`src/rtl/mfpc_pkg.sv`:
```
// Types and constants shared by the motor fader position controller.
package mfpc_pkg;

  localparam int ADC_BITS   = 10;
  localparam int MIDI_BITS  = 7;
  localparam int LEVEL_BITS = 16;
  localparam int MS_BITS    = 10;
  localparam int TIMER_BITS = 11;
  localparam int DB_BITS    = 8;
  localparam int SPEED_BITS = 8;
  localparam int DIR_BITS   = 2;

  // Serial divider sizing: dividend holds a product of an ADC value and a
  // MIDI value; every quotient the block needs fits in ADC_BITS.
  localparam int DIV_NUM_W = ADC_BITS + MIDI_BITS;
  localparam int DIV_Q_W   = ADC_BITS;

  // Configuration register indexes.
  localparam int CFG_INDEX_W = 3;
  localparam int CFG_DATA_W  = 16;
  localparam logic [CFG_INDEX_W-1:0] REG_MIN_POSITION    = 3'd0;
  localparam logic [CFG_INDEX_W-1:0] REG_MAX_POSITION    = 3'd1;
  localparam logic [CFG_INDEX_W-1:0] REG_DEADBAND        = 3'd2;
  localparam logic [CFG_INDEX_W-1:0] REG_TOUCH_ON_LEVEL  = 3'd3;
  localparam logic [CFG_INDEX_W-1:0] REG_TOUCH_OFF_LEVEL = 3'd4;
  localparam logic [CFG_INDEX_W-1:0] REG_RELEASE_HOLD_MS = 3'd5;

  // Register reset values.
  localparam logic [ADC_BITS-1:0]   RST_MIN_POSITION    = '0;
  localparam logic [ADC_BITS-1:0]   RST_MAX_POSITION    = '1;
  localparam logic [DB_BITS-1:0]    RST_DEADBAND        = 8'd8;
  localparam logic [LEVEL_BITS-1:0] RST_TOUCH_ON_LEVEL  = 16'd150;
  localparam logic [LEVEL_BITS-1:0] RST_TOUCH_OFF_LEVEL = 16'd50;
  localparam logic [MS_BITS-1:0]    RST_RELEASE_HOLD_MS = 10'd500;

  // Motor direction codes.
  localparam logic [DIR_BITS-1:0] DIR_STOP = 2'd0;
  localparam logic [DIR_BITS-1:0] DIR_DOWN = 2'd1;
  localparam logic [DIR_BITS-1:0] DIR_UP   = 2'd2;

  // Speed rule.
  localparam logic [SPEED_BITS-1:0] SPEED_FULL  = 8'd255;
  localparam logic [SPEED_BITS-1:0] SPEED_MID   = 8'd200;
  localparam logic [SPEED_BITS-1:0] SPEED_BASE  = 8'd100;
  localparam logic [ADC_BITS-1:0]   START_NEAR  = 10'd50;
  localparam logic [ADC_BITS-1:0]   MOVE_NEAR   = 10'd100;
  localparam logic [ADC_BITS-1:0]   MOVE_MID    = 10'd150;

  localparam logic [MIDI_BITS-1:0]  MIDI_MAX    = 7'd127;
  localparam logic [TIMER_BITS-1:0] TIMER_MAX   = 11'd2047;

  typedef struct packed {
    logic [ADC_BITS-1:0]   position_sample;
    logic [LEVEL_BITS-1:0] touch_level;
    logic [MS_BITS-1:0]    elapsed_ms;
    logic                  target_valid;
    logic [MIDI_BITS-1:0]  target_midi;
  } sample_t;

  typedef struct packed {
    logic [DIR_BITS-1:0]   motor_direction;
    logic [SPEED_BITS-1:0] motor_speed;
    logic                  is_moving;
    logic                  is_touched;
    logic [ADC_BITS-1:0]   clamped_position;
    logic [MIDI_BITS-1:0]  midi_position;
  } result_t;

  typedef enum logic [3:0] {
    ST_IDLE,
    ST_TOUCH,
    ST_MUL,
    ST_TDIV,
    ST_TWAIT,
    ST_MOTOR,
    ST_MDIV,
    ST_MWAIT,
    ST_DONE
  } state_t;

endpackage

```
`src/rtl/mfpc_div.sv`:
```
// Restoring divider, one quotient bit per cycle.
module mfpc_div (
  input  logic                               clk,
  input  logic                               rst,
  input  logic                               start,
  input  logic [mfpc_pkg::DIV_NUM_W-1:0]     num,
  input  logic [mfpc_pkg::ADC_BITS-1:0]      den,
  output logic [mfpc_pkg::DIV_Q_W-1:0]       quo,
  output logic                               done
);

  localparam int SH_W  = mfpc_pkg::ADC_BITS + mfpc_pkg::DIV_Q_W - 1;
  localparam int CNT_W = $clog2(mfpc_pkg::DIV_Q_W);

  logic [mfpc_pkg::DIV_NUM_W-1:0] rem;
  logic [SH_W-1:0]                den_sh;
  logic [CNT_W-1:0]               cnt;
  logic                           busy;
  logic                           fits;

  // Divisor slides right one place per step; quotient must fit DIV_Q_W bits.
  assign fits = SH_W'(rem) >= den_sh;

  always_ff @(posedge clk) begin
    if (rst) begin
      busy <= 1'b0;
      done <= 1'b0;
      cnt  <= '0;
    end else begin
      done <= busy && (cnt == '0);
      if (start) begin
        busy <= 1'b1;
        cnt  <= CNT_W'(mfpc_pkg::DIV_Q_W - 1);
      end else if (busy) begin
        if (cnt == '0) begin
          busy <= 1'b0;
        end else begin
          cnt <= cnt - 1'b1;
        end
      end
    end
  end

  always_ff @(posedge clk) begin
    if (start) begin
      rem    <= num;
      den_sh <= SH_W'(den) << (mfpc_pkg::DIV_Q_W - 1);
      quo    <= '0;
    end else if (busy) begin
      if (fits) begin
        rem <= rem - mfpc_pkg::DIV_NUM_W'(den_sh);
      end
      quo    <= {quo[mfpc_pkg::DIV_Q_W-2:0], fits};
      den_sh <= den_sh >> 1;
    end
  end

endmodule

```
`src/rtl/motor_fader_position_controller.sv`:
```
// Motorized fader position controller: touch hysteresis, clamp, mapping, motor rule.
//
// One request on the sample channel is one control tick and yields exactly one
// response on the result channel. The tick updates the touch state (on/off
// hysteresis on touch_level, motion suspended while touched and until the
// release timer passes release_hold_ms), clamps position_sample into
// [min_position, max_position], maps a new 0..127 target into that range when
// target_valid is set, then runs the deadband motor rule and reports direction,
// PWM speed, flags, the clamped position and that position as 0..127. Equal
// limits report 0; crossed limits report 127 at max and 0 at min. Every tick
// runs the touch update, motor rule and result load. A new target adds a
// 7-step serial multiply plus a 10-step division by 127, and the position-to-MIDI
// mapping adds a 10-step division whenever max_position is above min_position.
// Both divisions share one restoring divider that retires one quotient bit per
// cycle. A finished response sits in an output register, so the next request
// is taken while the previous response waits; the result load of that next
// tick holds until the output register frees up. Configuration writes are
// always accepted (cfg_ready is tied high); indexes past the register list are
// dropped. Write configuration only while the block is idle.
module motor_fader_position_controller (
  input  logic                                clk,
  input  logic                                rst,
  input  logic                                sample_valid,
  output logic                                sample_ready,
  input  mfpc_pkg::sample_t                   sample,
  output logic                                result_valid,
  input  logic                                result_ready,
  output mfpc_pkg::result_t                   result,
  input  logic                                cfg_valid,
  output logic                                cfg_ready,
  input  logic [mfpc_pkg::CFG_INDEX_W-1:0]    cfg_index,
  input  logic [mfpc_pkg::CFG_DATA_W-1:0]     cfg_data
);

  localparam int AW    = mfpc_pkg::ADC_BITS;
  localparam int MW    = mfpc_pkg::MIDI_BITS;
  localparam int PW    = mfpc_pkg::DIV_NUM_W;
  localparam int MCNTW = $clog2(mfpc_pkg::MIDI_BITS);

  // Configuration registers.
  logic [AW-1:0]                        min_position;
  logic [AW-1:0]                        max_position;
  logic [mfpc_pkg::DB_BITS-1:0]         deadband;
  logic [mfpc_pkg::LEVEL_BITS-1:0]      touch_on_level;
  logic [mfpc_pkg::LEVEL_BITS-1:0]      touch_off_level;
  logic [mfpc_pkg::MS_BITS-1:0]         release_hold_ms;

  // Controller state.
  mfpc_pkg::state_t                     state, state_next;
  logic [AW-1:0]                        target_position;
  logic                                 moving;
  logic                                 touched;
  logic                                 suspended;
  logic [mfpc_pkg::TIMER_BITS-1:0]      release_timer;

  // Per-tick working registers.
  mfpc_pkg::sample_t                    req;
  mfpc_pkg::result_t                    work;
  logic [AW-1:0]                        pos;
  logic [PW-1:0]                        mul_acc;
  logic [PW-1:0]                        mul_mcand;
  logic [MW-1:0]                        mul_bits;
  logic [MCNTW-1:0]                     mul_cnt;
  logic                                 span_neg;

  // Combinational helpers.
  logic                                 touched_next;
  logic                                 suspended_next;
  logic [mfpc_pkg::TIMER_BITS-1:0]      timer_next;
  logic [mfpc_pkg::TIMER_BITS:0]        timer_sum;
  logic [AW-1:0]                        pos_clamp;
  logic [AW:0]                          span;
  logic [AW-1:0]                        span_mag;
  logic [AW-1:0]                        pos_off;
  logic [PW-1:0]                        midi_num;
  logic [AW-1:0]                        target_mapped;
  logic                                 go_down;
  logic [AW-1:0]                        err_mag;
  logic                                 drive;
  logic [mfpc_pkg::SPEED_BITS-1:0]      drive_speed;
  logic                                 load_result;

  // Divider hookup.
  logic                                 div_start;
  logic [PW-1:0]                        div_num;
  logic [AW-1:0]                        div_den;
  logic [mfpc_pkg::DIV_Q_W-1:0]         div_quo;
  logic                                 div_done;

  assign cfg_ready = 1'b1;

  mfpc_div u_div (
    .clk   (clk),
    .rst   (rst),
    .start (div_start),
    .num   (div_num),
    .den   (div_den),
    .quo   (div_quo),
    .done  (div_done)
  );

  // Touch hysteresis and release hold.
  always_comb begin
    touched_next   = touched;
    suspended_next = suspended;
    timer_next     = release_timer;
    timer_sum      = {1'b0, release_timer} + (mfpc_pkg::TIMER_BITS+1)'(req.elapsed_ms);
    if (!touched && (req.touch_level >= touch_on_level)) begin
      touched_next   = 1'b1;
      suspended_next = 1'b1;
    end else if (touched && (req.touch_level < touch_off_level)) begin
      // Restart the hold; this tick's elapsed time is not counted.
      touched_next = 1'b0;
      timer_next   = '0;
    end else if (suspended && !touched) begin
      timer_next = timer_sum[mfpc_pkg::TIMER_BITS] ? mfpc_pkg::TIMER_MAX :
                   timer_sum[mfpc_pkg::TIMER_BITS-1:0];
    end
    if (suspended_next && !touched_next &&
        (timer_next > mfpc_pkg::TIMER_BITS'(release_hold_ms))) begin
      suspended_next = 1'b0;
    end
  end

  // Clamp into the calibrated range; with crossed limits max wins above max.
  always_comb begin
    if (req.position_sample > max_position) begin
      pos_clamp = max_position;
    end else if (req.position_sample < min_position) begin
      pos_clamp = min_position;
    end else begin
      pos_clamp = req.position_sample;
    end
  end

  // Signed span of the calibrated range and its magnitude.
  assign span     = {1'b0, max_position} - {1'b0, min_position};
  assign span_mag = span[AW] ? AW'(-span) : span[AW-1:0];

  // Position to MIDI: (pos - min) * 127, taken as (x << 7) - x.
  assign pos_off  = pos - min_position;
  assign midi_num = {pos_off, MW'(0)} - PW'(pos_off);

  // MIDI to position: min +/- |m * span| / 127, truncated toward zero.
  assign target_mapped = span_neg ? (min_position - div_quo) : (min_position + div_quo);

  // Deadband motor rule.
  assign go_down = pos > target_position;
  assign err_mag = go_down ? (pos - target_position) : (target_position - pos);
  assign drive   = !suspended && (err_mag > AW'(deadband));

  always_comb begin
    if (!moving) begin
      drive_speed = (err_mag < mfpc_pkg::START_NEAR) ? mfpc_pkg::SPEED_MID :
                                                       mfpc_pkg::SPEED_FULL;
    end else if (err_mag < mfpc_pkg::MOVE_NEAR) begin
      drive_speed = mfpc_pkg::SPEED_BASE + err_mag[mfpc_pkg::SPEED_BITS-1:0];
    end else if (err_mag < mfpc_pkg::MOVE_MID) begin
      drive_speed = mfpc_pkg::SPEED_MID;
    end else begin
      drive_speed = mfpc_pkg::SPEED_FULL;
    end
  end

  // Next state.
  always_comb begin
    state_next = state;
    case (state)
      mfpc_pkg::ST_IDLE: begin
        if (sample_valid) begin
          state_next = mfpc_pkg::ST_TOUCH;
        end
      end
      mfpc_pkg::ST_TOUCH: begin
        state_next = req.target_valid ? mfpc_pkg::ST_MUL : mfpc_pkg::ST_MOTOR;
      end
      mfpc_pkg::ST_MUL: begin
        if (mul_cnt == MCNTW'(MW - 1)) begin
          state_next = mfpc_pkg::ST_TDIV;
        end
      end
      mfpc_pkg::ST_TDIV: begin
        state_next = mfpc_pkg::ST_TWAIT;
      end
      mfpc_pkg::ST_TWAIT: begin
        if (div_done) begin
          state_next = mfpc_pkg::ST_MOTOR;
        end
      end
      mfpc_pkg::ST_MOTOR: begin
        state_next = (max_position > min_position) ? mfpc_pkg::ST_MDIV :
                                                     mfpc_pkg::ST_DONE;
      end
      mfpc_pkg::ST_MDIV: begin
        state_next = mfpc_pkg::ST_MWAIT;
      end
      mfpc_pkg::ST_MWAIT: begin
        if (div_done) begin
          state_next = mfpc_pkg::ST_DONE;
        end
      end
      mfpc_pkg::ST_DONE: begin
        if (!result_valid || result_ready) begin
          state_next = mfpc_pkg::ST_IDLE;
        end
      end
      default: begin
        state_next = mfpc_pkg::ST_IDLE;
      end
    endcase
  end

  // Control outputs.
  always_comb begin
    sample_ready = 1'b0;
    div_start    = 1'b0;
    div_num      = mul_acc;
    div_den      = AW'(mfpc_pkg::MIDI_MAX);
    load_result  = 1'b0;
    case (state)
      mfpc_pkg::ST_IDLE: begin
        sample_ready = 1'b1;
      end
      mfpc_pkg::ST_TDIV: begin
        div_start = 1'b1;
      end
      mfpc_pkg::ST_MDIV: begin
        div_start = 1'b1;
        div_num   = midi_num;
        div_den   = span_mag;
      end
      mfpc_pkg::ST_DONE: begin
        load_result = !result_valid || result_ready;
      end
      default: begin
        sample_ready = 1'b0;
      end
    endcase
  end

  // Control registers.
  always_ff @(posedge clk) begin
    if (rst) begin
      state           <= mfpc_pkg::ST_IDLE;
      min_position    <= mfpc_pkg::RST_MIN_POSITION;
      max_position    <= mfpc_pkg::RST_MAX_POSITION;
      deadband        <= mfpc_pkg::RST_DEADBAND;
      touch_on_level  <= mfpc_pkg::RST_TOUCH_ON_LEVEL;
      touch_off_level <= mfpc_pkg::RST_TOUCH_OFF_LEVEL;
      release_hold_ms <= mfpc_pkg::RST_RELEASE_HOLD_MS;
      target_position <= '0;
      moving          <= 1'b0;
      touched         <= 1'b0;
      suspended       <= 1'b0;
      release_timer   <= '0;
      result_valid    <= 1'b0;
    end else begin
      state <= state_next;

      if (cfg_valid) begin
        case (cfg_index)
          mfpc_pkg::REG_MIN_POSITION:    min_position    <= cfg_data[AW-1:0];
          mfpc_pkg::REG_MAX_POSITION:    max_position    <= cfg_data[AW-1:0];
          mfpc_pkg::REG_DEADBAND:        deadband        <= cfg_data[mfpc_pkg::DB_BITS-1:0];
          mfpc_pkg::REG_TOUCH_ON_LEVEL:  touch_on_level  <= cfg_data;
          mfpc_pkg::REG_TOUCH_OFF_LEVEL: touch_off_level <= cfg_data;
          mfpc_pkg::REG_RELEASE_HOLD_MS: release_hold_ms <= cfg_data[mfpc_pkg::MS_BITS-1:0];
          default: begin
            // Drop writes past the register list.
          end
        endcase
      end

      if (state == mfpc_pkg::ST_TOUCH) begin
        touched       <= touched_next;
        suspended     <= suspended_next;
        release_timer <= timer_next;
      end

      // A new target lands once the division by 127 finishes.
      if ((state == mfpc_pkg::ST_TWAIT) && div_done) begin
        target_position <= target_mapped;
      end

      if (state == mfpc_pkg::ST_MOTOR) begin
        if (drive) begin
          moving <= 1'b1;
        end else begin
          // Stop: snap the target to where the fader sits.
          moving          <= 1'b0;
          target_position <= pos;
        end
      end

      if (load_result) begin
        result_valid <= 1'b1;
      end else if (result_ready) begin
        result_valid <= 1'b0;
      end
    end
  end

  // Datapath registers.
  always_ff @(posedge clk) begin
    case (state)
      mfpc_pkg::ST_IDLE: begin
        if (sample_valid) begin
          req <= sample;
        end
      end
      mfpc_pkg::ST_TOUCH: begin
        pos       <= pos_clamp;
        span_neg  <= span[AW];
        mul_acc   <= '0;
        mul_mcand <= PW'(span_mag);
        mul_bits  <= req.target_midi;
        mul_cnt   <= '0;
      end
      mfpc_pkg::ST_MUL: begin
        // Shift-add one multiplier bit per cycle, LSB first.
        if (mul_bits[0]) begin
          mul_acc <= mul_acc + mul_mcand;
        end
        mul_mcand <= mul_mcand << 1;
        mul_bits  <= mul_bits >> 1;
        mul_cnt   <= mul_cnt + 1'b1;
      end
      mfpc_pkg::ST_MOTOR: begin
        work.motor_direction  <= drive ? (go_down ? mfpc_pkg::DIR_DOWN : mfpc_pkg::DIR_UP) :
                                         mfpc_pkg::DIR_STOP;
        work.motor_speed      <= drive ? drive_speed : mfpc_pkg::SPEED_FULL;
        work.is_moving        <= drive;
        work.is_touched       <= touched;
        work.clamped_position <= pos;
        // Equal limits read 0; crossed limits read 127 only at max.
        if ((max_position < min_position) && (pos == max_position)) begin
          work.midi_position <= mfpc_pkg::MIDI_MAX;
        end else begin
          work.midi_position <= '0;
        end
      end
      mfpc_pkg::ST_MWAIT: begin
        if (div_done) begin
          work.midi_position <= div_quo[MW-1:0];
        end
      end
      mfpc_pkg::ST_DONE: begin
        if (load_result) begin
          result <= work;
        end
      end
      default: begin
        pos <= pos;
      end
    endcase
  end

endmodule

```
`config.mk`:
```
export PLATFORM = sky130hd
export DESIGN_NAME = motor_fader_position_controller
export DESIGN_NICKNAME = d
export VERILOG_FILES = /design/src/rtl/mfpc_pkg.sv /design/src/rtl/mfpc_div.sv /design/src/rtl/motor_fader_position_controller.sv
export SDC_FILE = /design/constraint.sdc
export NUM_CORES = 1
export LEC_CHECK = 0
export ABC_AREA = 1
export BUFFER_PORTS_ARGS = -buffer_cell sky130_fd_sc_hd__clkbuf_2
export CORE_ASPECT_RATIO = 0.7
export CORE_MARGIN = 2
export CORE_UTILIZATION = 64
export CTS_BUF_LIST = sky130_fd_sc_hd__clkbuf_4
export DETAILED_ROUTE_END_ITERATION = 10
export PLACE_DENSITY = 0.91
export SYNTH_ARGS = -nofsm -noshare
export SYNTH_HDL_FRONTEND = slang
export SYNTH_SLANG_ARGS = --single-unit
```
`constraint.sdc`:
```
create_clock -name clk -period 4.8 [get_ports clk]
set_input_delay 0.48 -clock clk [delete_from_list [all_inputs] [get_ports clk]]
set_output_delay 0.48 -clock clk [all_outputs]
set_load 0.02 [all_outputs]
```
# Word level (Yosys, flattened, before mapping)
# Index checks and enable logic that the tools add are counted.
[word_totals]
output_inout_bits = 32
wordCells = 188
regBits = 308
in_bits = 68
[op_classes]
n_addsub = 14
mux = 56
eq_ne = 22
bitwise_logic = 1
n_lt_le_gt_ge = 13
n_reduce_logical = 38
[op_table]
columns = ["operator", "n"]
rows = [
  ["10-bit two-way mux", 9],
  ["17-bit two-way mux", 5],
  ["17-bit case mux with 2 select lines", 2],
  ["11-bit two-way mux", 4],
  ["10-bit subtractor", 4],
  ["19-bit two-way mux", 2],
  ["4-bit two-way mux", 9],
  ["4-bit case mux with 9 select lines", 1],
  ["10-bit greater-than comparator", 3],
  ["7-bit case mux with 2 select lines", 2],
  ["2-bit AND reduction", 13],
  ["10-bit < comparator", 2],
  ["17-bit by 19-bit greater-or-equal comparator with 1-bit output", 1],
  ["17-bit adder", 1],
  ["17-bit by 10-bit subtractor with 17-bit output", 1],
  ["17-bit subtractor", 1],
  ["4-bit by 3-bit equality test with 1-bit output, second input constant", 4],
  ["16-bit greater-or-equal comparator", 1],
  ["16-bit < comparator", 1],
  ["8-bit two-way mux", 2],
  ["7-bit two-way mux", 2],
  ["1-bit two-way mux", 13],
  ["11-bit by 10-bit adder with 12-bit output", 1],
  ["6-bit two-way mux", 2],
  ["32 further kinds", 58],
]

# Depth between registers and ports, before layout
[logic_depth]
word_depth = 8
mapped_depth = 27
depth_no_buf = 25

# Modules after synthesis
# A second synthesis with hierarchy kept.
[hier_totals]
hier_cells = 2465
area_unflattened_um2 = 19336.0
[modules_own_cells]
columns = ["mod", "area_each_um2", "instances", "cells_each"]
rows = [
  ["motor_fader_position_controller", 16208.0, 1, 2032],
  ["mfpc_div", 3128.0, 1, 433],
]

# Worst setup path after synthesis
# No wires, ideal clock.
[synth_timing]
kind = "input port to flip-flop"
from = "input port sample_valid"
to = "register req[0] (netlist bit) (enable)"
slack_ps = 747
arrival_time_ps = 3553
required_time_ps = 4300
stages = 2
path_cell_list = "inv_1 -> nor3_1"
[synth_between]
elab_chain_len = 1
[synth_lines]
columns = ["element", "line_no", "rtl"]
rows = [
  ["from (decl)", "motor_fader_position_controller.sv:23", "input logic sample_valid,"],
  ["2-bit AND reduction (no source line)", "-", ""],
  ["to (signal assigned)", "motor_fader_position_controller.sv:308", "req <= sample;"],
  ["to (decl)", "motor_fader_position_controller.sv:57", "mfpc_pkg::sample_t req;"],
]
# No other way between the ends.
# A chain may end at the register's enable or synchronous reset.

# Worst setup path in the final report
[layout_timing]
from = "register pos[0]"
to = "register target_position[3]"
[layout_between]
elab_chain_len = 6
[layout_lines]
columns = ["element", "line_no", "rtl"]
rows = [
  ["from (decl)", "motor_fader_position_controller.sv:59", "logic [AW-1:0] pos;"],
  ["from (signal assigned)", "motor_fader_position_controller.sv:312", "pos <= pos_clamp;"],
  ["from (signal assigned)", "motor_fader_position_controller.sv:353", "pos <= pos;"],
  ["10-bit subtractor or 10-bit greater-than comparator (tied branches)", "motor_fader_position_controller.sv:149, motor_fader_position_controller.sv:148", ""],
  ["10-bit two-way mux *", "motor_fader_position_controller.sv:149", "assign err_mag = go_down ? (pos - target_position) : (target_position - pos);"],
  ["10-bit by 8-bit greater-than comparator with 1-bit output *", "motor_fader_position_controller.sv:150", "assign drive = !suspended && (err_mag > AW'(deadband));"],
  ["1-bit logical AND *", "motor_fader_position_controller.sv:150", ""],
  ["10-bit two-way mux *", "motor_fader_position_controller.sv:286", "if (drive) begin"],
  ["10-bit two-way mux *", "motor_fader_position_controller.sv:285", "if (state == mfpc_pkg::ST_MOTOR) begin"],
  ["to (signal assigned)", "motor_fader_position_controller.sv:282", "target_position <= target_mapped;"],
  ["to (signal assigned)", "motor_fader_position_controller.sv:291", "target_position <= pos;"],
  ["to (decl)", "motor_fader_position_controller.sv:50", "logic [AW-1:0] target_position;"],
]
# Mark *: on every way between the ends. The rest lies on a longest branch, timed or not.

==> run_results.csv <==
group,metric,value,unit
die,die_width,208.7,microns
logic_synthesis,synth_area_leaders,"edfxtp_1, dfxtp_1, ha_1",
cts,clock_latency,760,ps
global_routing,grt_max_degree,81,
timing,fmax,254.6,MHz
critical_path,timing.rr.start,"pos[0]$_DFFE_PP_",
timing,worst_slew_pin_slew,1290,ps
drt,viasPerCell,5.897,
logic_synthesis,ys_seq_area_frac,0.4266,
hold_path,min_to,"touch_off_level[14]$_SDFFE_PP0P_",
die,die_area,30740,sq um
global_routing,overflow,0,
critical_path,critical_path_arrival,4580,ps
timing,hold_viol,0,
critical_path,startpoint,"pos[0]$_DFFE_PP_",
hold_path,hold_path.class,"primary input to register",
timing,relSlewSlack,0.1388,
logic_synthesis,yosys.area_share.simple,0.2088,
drt,ant_nets,0,
cts,postCtsSetupRepairBufs,0,
placement,io_buffers,98,
logic_synthesis,netlist_instances,2326,
cts,clock-root-buffer,"clkbuf_4",
logic_synthesis,synthAdderAreaFrac,0.1218,
die,start_util,0.6498,
drt,wire_per_inst,17.59,microns
pwr,power_leakage,0.009768,uW
logic_synthesis,yosys.area.top_type,"edfxtp_1",
timing,setup_viol,0,
logic_synthesis,synth_top_area_frac,0.2943,
cts,tritoncts,"done",
logic_synthesis,avgSynthCellArea,8.070,sq um
die,rows,52,
logic_synthesis,synth_cell_types,47,
finish,syn2layout_area_growth,12.42,%
finish,finalNonFillerCells,2946,
drt,vias,17370,
cts,clock_sinks,308,
drt,route.detailed.drc,0,
die,pin_count,100,
critical_path,cp-end-kind,"register",
job,maxCapViolations,0,
logic_synthesis,ys_ff_latch,308,
critical_path,r2r_cells,23,
hold_path,min_from,"cfg_data[14]",
logic_synthesis,synth.area.mux_share,0,
drt,drt_wl_total,51.81,mm
finish,layout-drive-gt1-share,0.1095,
global_routing,grt_pass1_wl,83.75,mm
cts,clk_pin_slew,70,ps
logic_synthesis,synth_compound_area_frac,0.1373,
die,fp.dieH,147.3,microns
critical_path,critPathKind,"register to register",
global_routing,antenna_found_initial,1,
drt,drtIter0Drc,1852,
logic_synthesis,syn-cell-area,18770,sq um
finish,nNetsFinal,2756,
pwr,vdd_ir_drop_max,0.4395,mV
drt,drt_pass1_iterations,8,
critical_path,r2r_end,"target_position[3]$_SDFF_PP0_",
logic_synthesis,syn_nets,2572,
critical_path,critical_path_peak_fanout,20,
logic_synthesis,synth_top_family_by_area,"simple AND/OR/NAND/NOR gates",
die,design.core.area,28890,sq um
timing,drv_slew,0,
critical_path,r2r_slack,870,ps
placement,dp.cells,2764,
timing,final.setup.tns,0,ps
cts,cts_made_buffers,76,
global_routing,grt_pass1_vias,16770,
global_routing,grt_usage,0.3394,
cts,cts_buffer_depth,3,
timing,rsz0062_at_grt,"no",
placement,hpwl,37.13,mm
critical_path,start_kind,"register",
run_status,outcome,"complete, no violations",
timing,finalCritPeriodShare,0.8183,
logic_synthesis,ys_warn_count,0,
finish,n_fill_cell,2094,
cts,cts_max_level,3,
timing,min_period,3928,ps
pwr,power_density,602.4,nW/um^2
critical_path,crit_required,5450,ps
hold_path,hold_depth,3,
timing,skew,58.91,ps
logic_synthesis,synth_xor_area_frac,0.02799,
placement,routabilityCongestion,0.9995,
## cells in the final DEF, fill, tap and decap left out, types with 10 or more instances in the layout
master           n
nand4_1         35
o211ai_1        26
o21ai_0        162
nor2_1         192
clkinv_1        17
buf_4           12
xor2_1          41
a21oi_1        199
clkbuf_2        98
edfxtp_1       184
nand2_1        535
xnor2_1         19
o22ai_1         27
dlygate4sd3_1   46
inv_2           12
o21a_1          10
nor3_1          15
nand3_1        113
dfxtp_1        124
inv_1          310
a21o_1          13
ha_1           170
clkbuf_4       116
## what timing repair did
item | in CTS | in global routing
resized for setup | 0 | 0
hold endpoints to repair | 45 | 1
hold buffers | 45 | 1
## how the worst max path moves through the flow
stage | endpoint | slack (ps) | cells after the start
floorplan | req[0]$_DFFE_PP_ | 750 | 2
global placement | target_position[9]$_SDFF_PP0_ | 1190 | 22
detailed placement | target_position[8]$_SDFF_PP0_ | 1020 | 22
CTS | target_position[3]$_SDFF_PP0_ | 980 | 23
global route | suspended$_SDFFE_PP0P_ | 520 | 20
finish | target_position[3]$_SDFF_PP0_ | 870 | 23
## routing by layer
layer | vias up | global-route usage | routed length (microns)
met1 | 8071 | 0.4745 | 21830
met5 | - | 0 | 0
met3 | 117 | 0.08807 | 6285
met2 | 958 | 0.5178 | 22460
met4 | 0 | 0.1100 | 1234
li1 | 8226 | - | -
## worst max-delay path, stage by stage (launching register included)
cell      delay (ps)
edfxtp_1         450
inv_1            130
ha_1             170
inv_1             90
fa_1             480
nand3_2          140
nand3_4          120
nand2_4          170
clkinv_1         140
nand2_1          100
and2_1           180
inv_1             60
ha_1             270
inv_1             70
nor2_1            40
o21ai_0          160
a31oi_1          100
o21ai_0          250
nand3_2          130
nand2_4          130
nand2_4          160
nand2_1          120
nand2_1           60
nor2_1           120
## report_power, final
part / internal (uW) / switching (uW) / total [uW] / leakage, uW
clock network: 1220 / 1130 / 2350 / 0.000601
registers: 3610 / 454 / 4070 / 0.00271
logic: 2110 / 4190 / 6300 / 0.00646
total: 6940 / 5770 / 12700 / 0.00977
## cell type report
cell class              instances  area (sq um)  area share
clock buffers                 116         870.8     0.04126
multi-input cells            1641          9338      0.4425
inverters                     327          1227     0.05816
clock inverters                19         143.9    0.006818
repair buffers                156          1041     0.04933
flip-flops and latches        308          8008      0.3794
well taps                     378         473.0     0.02241
diodes                          1         2.502   0.0001186
## synth_stat cells (all sizes together)
cell type / n
nor4: 4
and2: 1
clkinv: 7
a221oi: 1
nor2: 203
inv: 320
o21bai: 5
dfxtp: 124
o211ai: 26
nand3: 120
a21o: 13
nand2: 544
nand4: 35
a31oi: 4
o221ai: 2
o311ai: 1
a22oi: 5
o31ai: 1
conb: 1
buf: 12
o22ai: 27
nand3b: 4
ha: 170
edfxtp: 184
xor2: 41
o21a: 10
xnor2: 19
a21oi: 200
a21boi: 4
clkbuf: 38
a211oi: 5
nor3: 18
o21ai: 165
fa: 8
or2: 4
## registers in the layout, summed over array words and instances (netlist names), 10 cells and up
register         count
req                 44
result              29
work                29
u_div.den_sh        19
mul_acc             17
mul_mcand           17
u_div.rem           17
touch_off_level     16
touch_on_level      16
release_timer       11
max_position        10
min_position        10
pos                 10
release_hold_ms     10
target_position     10
u_div.quo           10
## logic make-up (layout without fill, tap and decap cells)
family          Yosys count  in the layout
buf+inv                 377            618
other cells               1              2
simple gates            933            933
fa+ha+maj               178            178
xor+xnor                 60             60
flops                   308            308
compound gates          469            469
## per-stage QoR
step           area [sq um]  hold WS (ps)  worst slack, ps    util  power (uW)
4_1_cts               21090         4.612            980.9  0.7301       12520
2_1_floorplan         18770         400.3            746.7       -        8529
3_3_place_gp          19630         403.3             1195  0.6794        9898
3_5_place_dp          19630         404.5             1017  0.6794       10120
5_1_grt               21100         31.76            523.8  0.7306       13670
6_report              21100         47.83            871.9  0.7306       12710
Note: power is estimated with default switching activity, not from simulation.
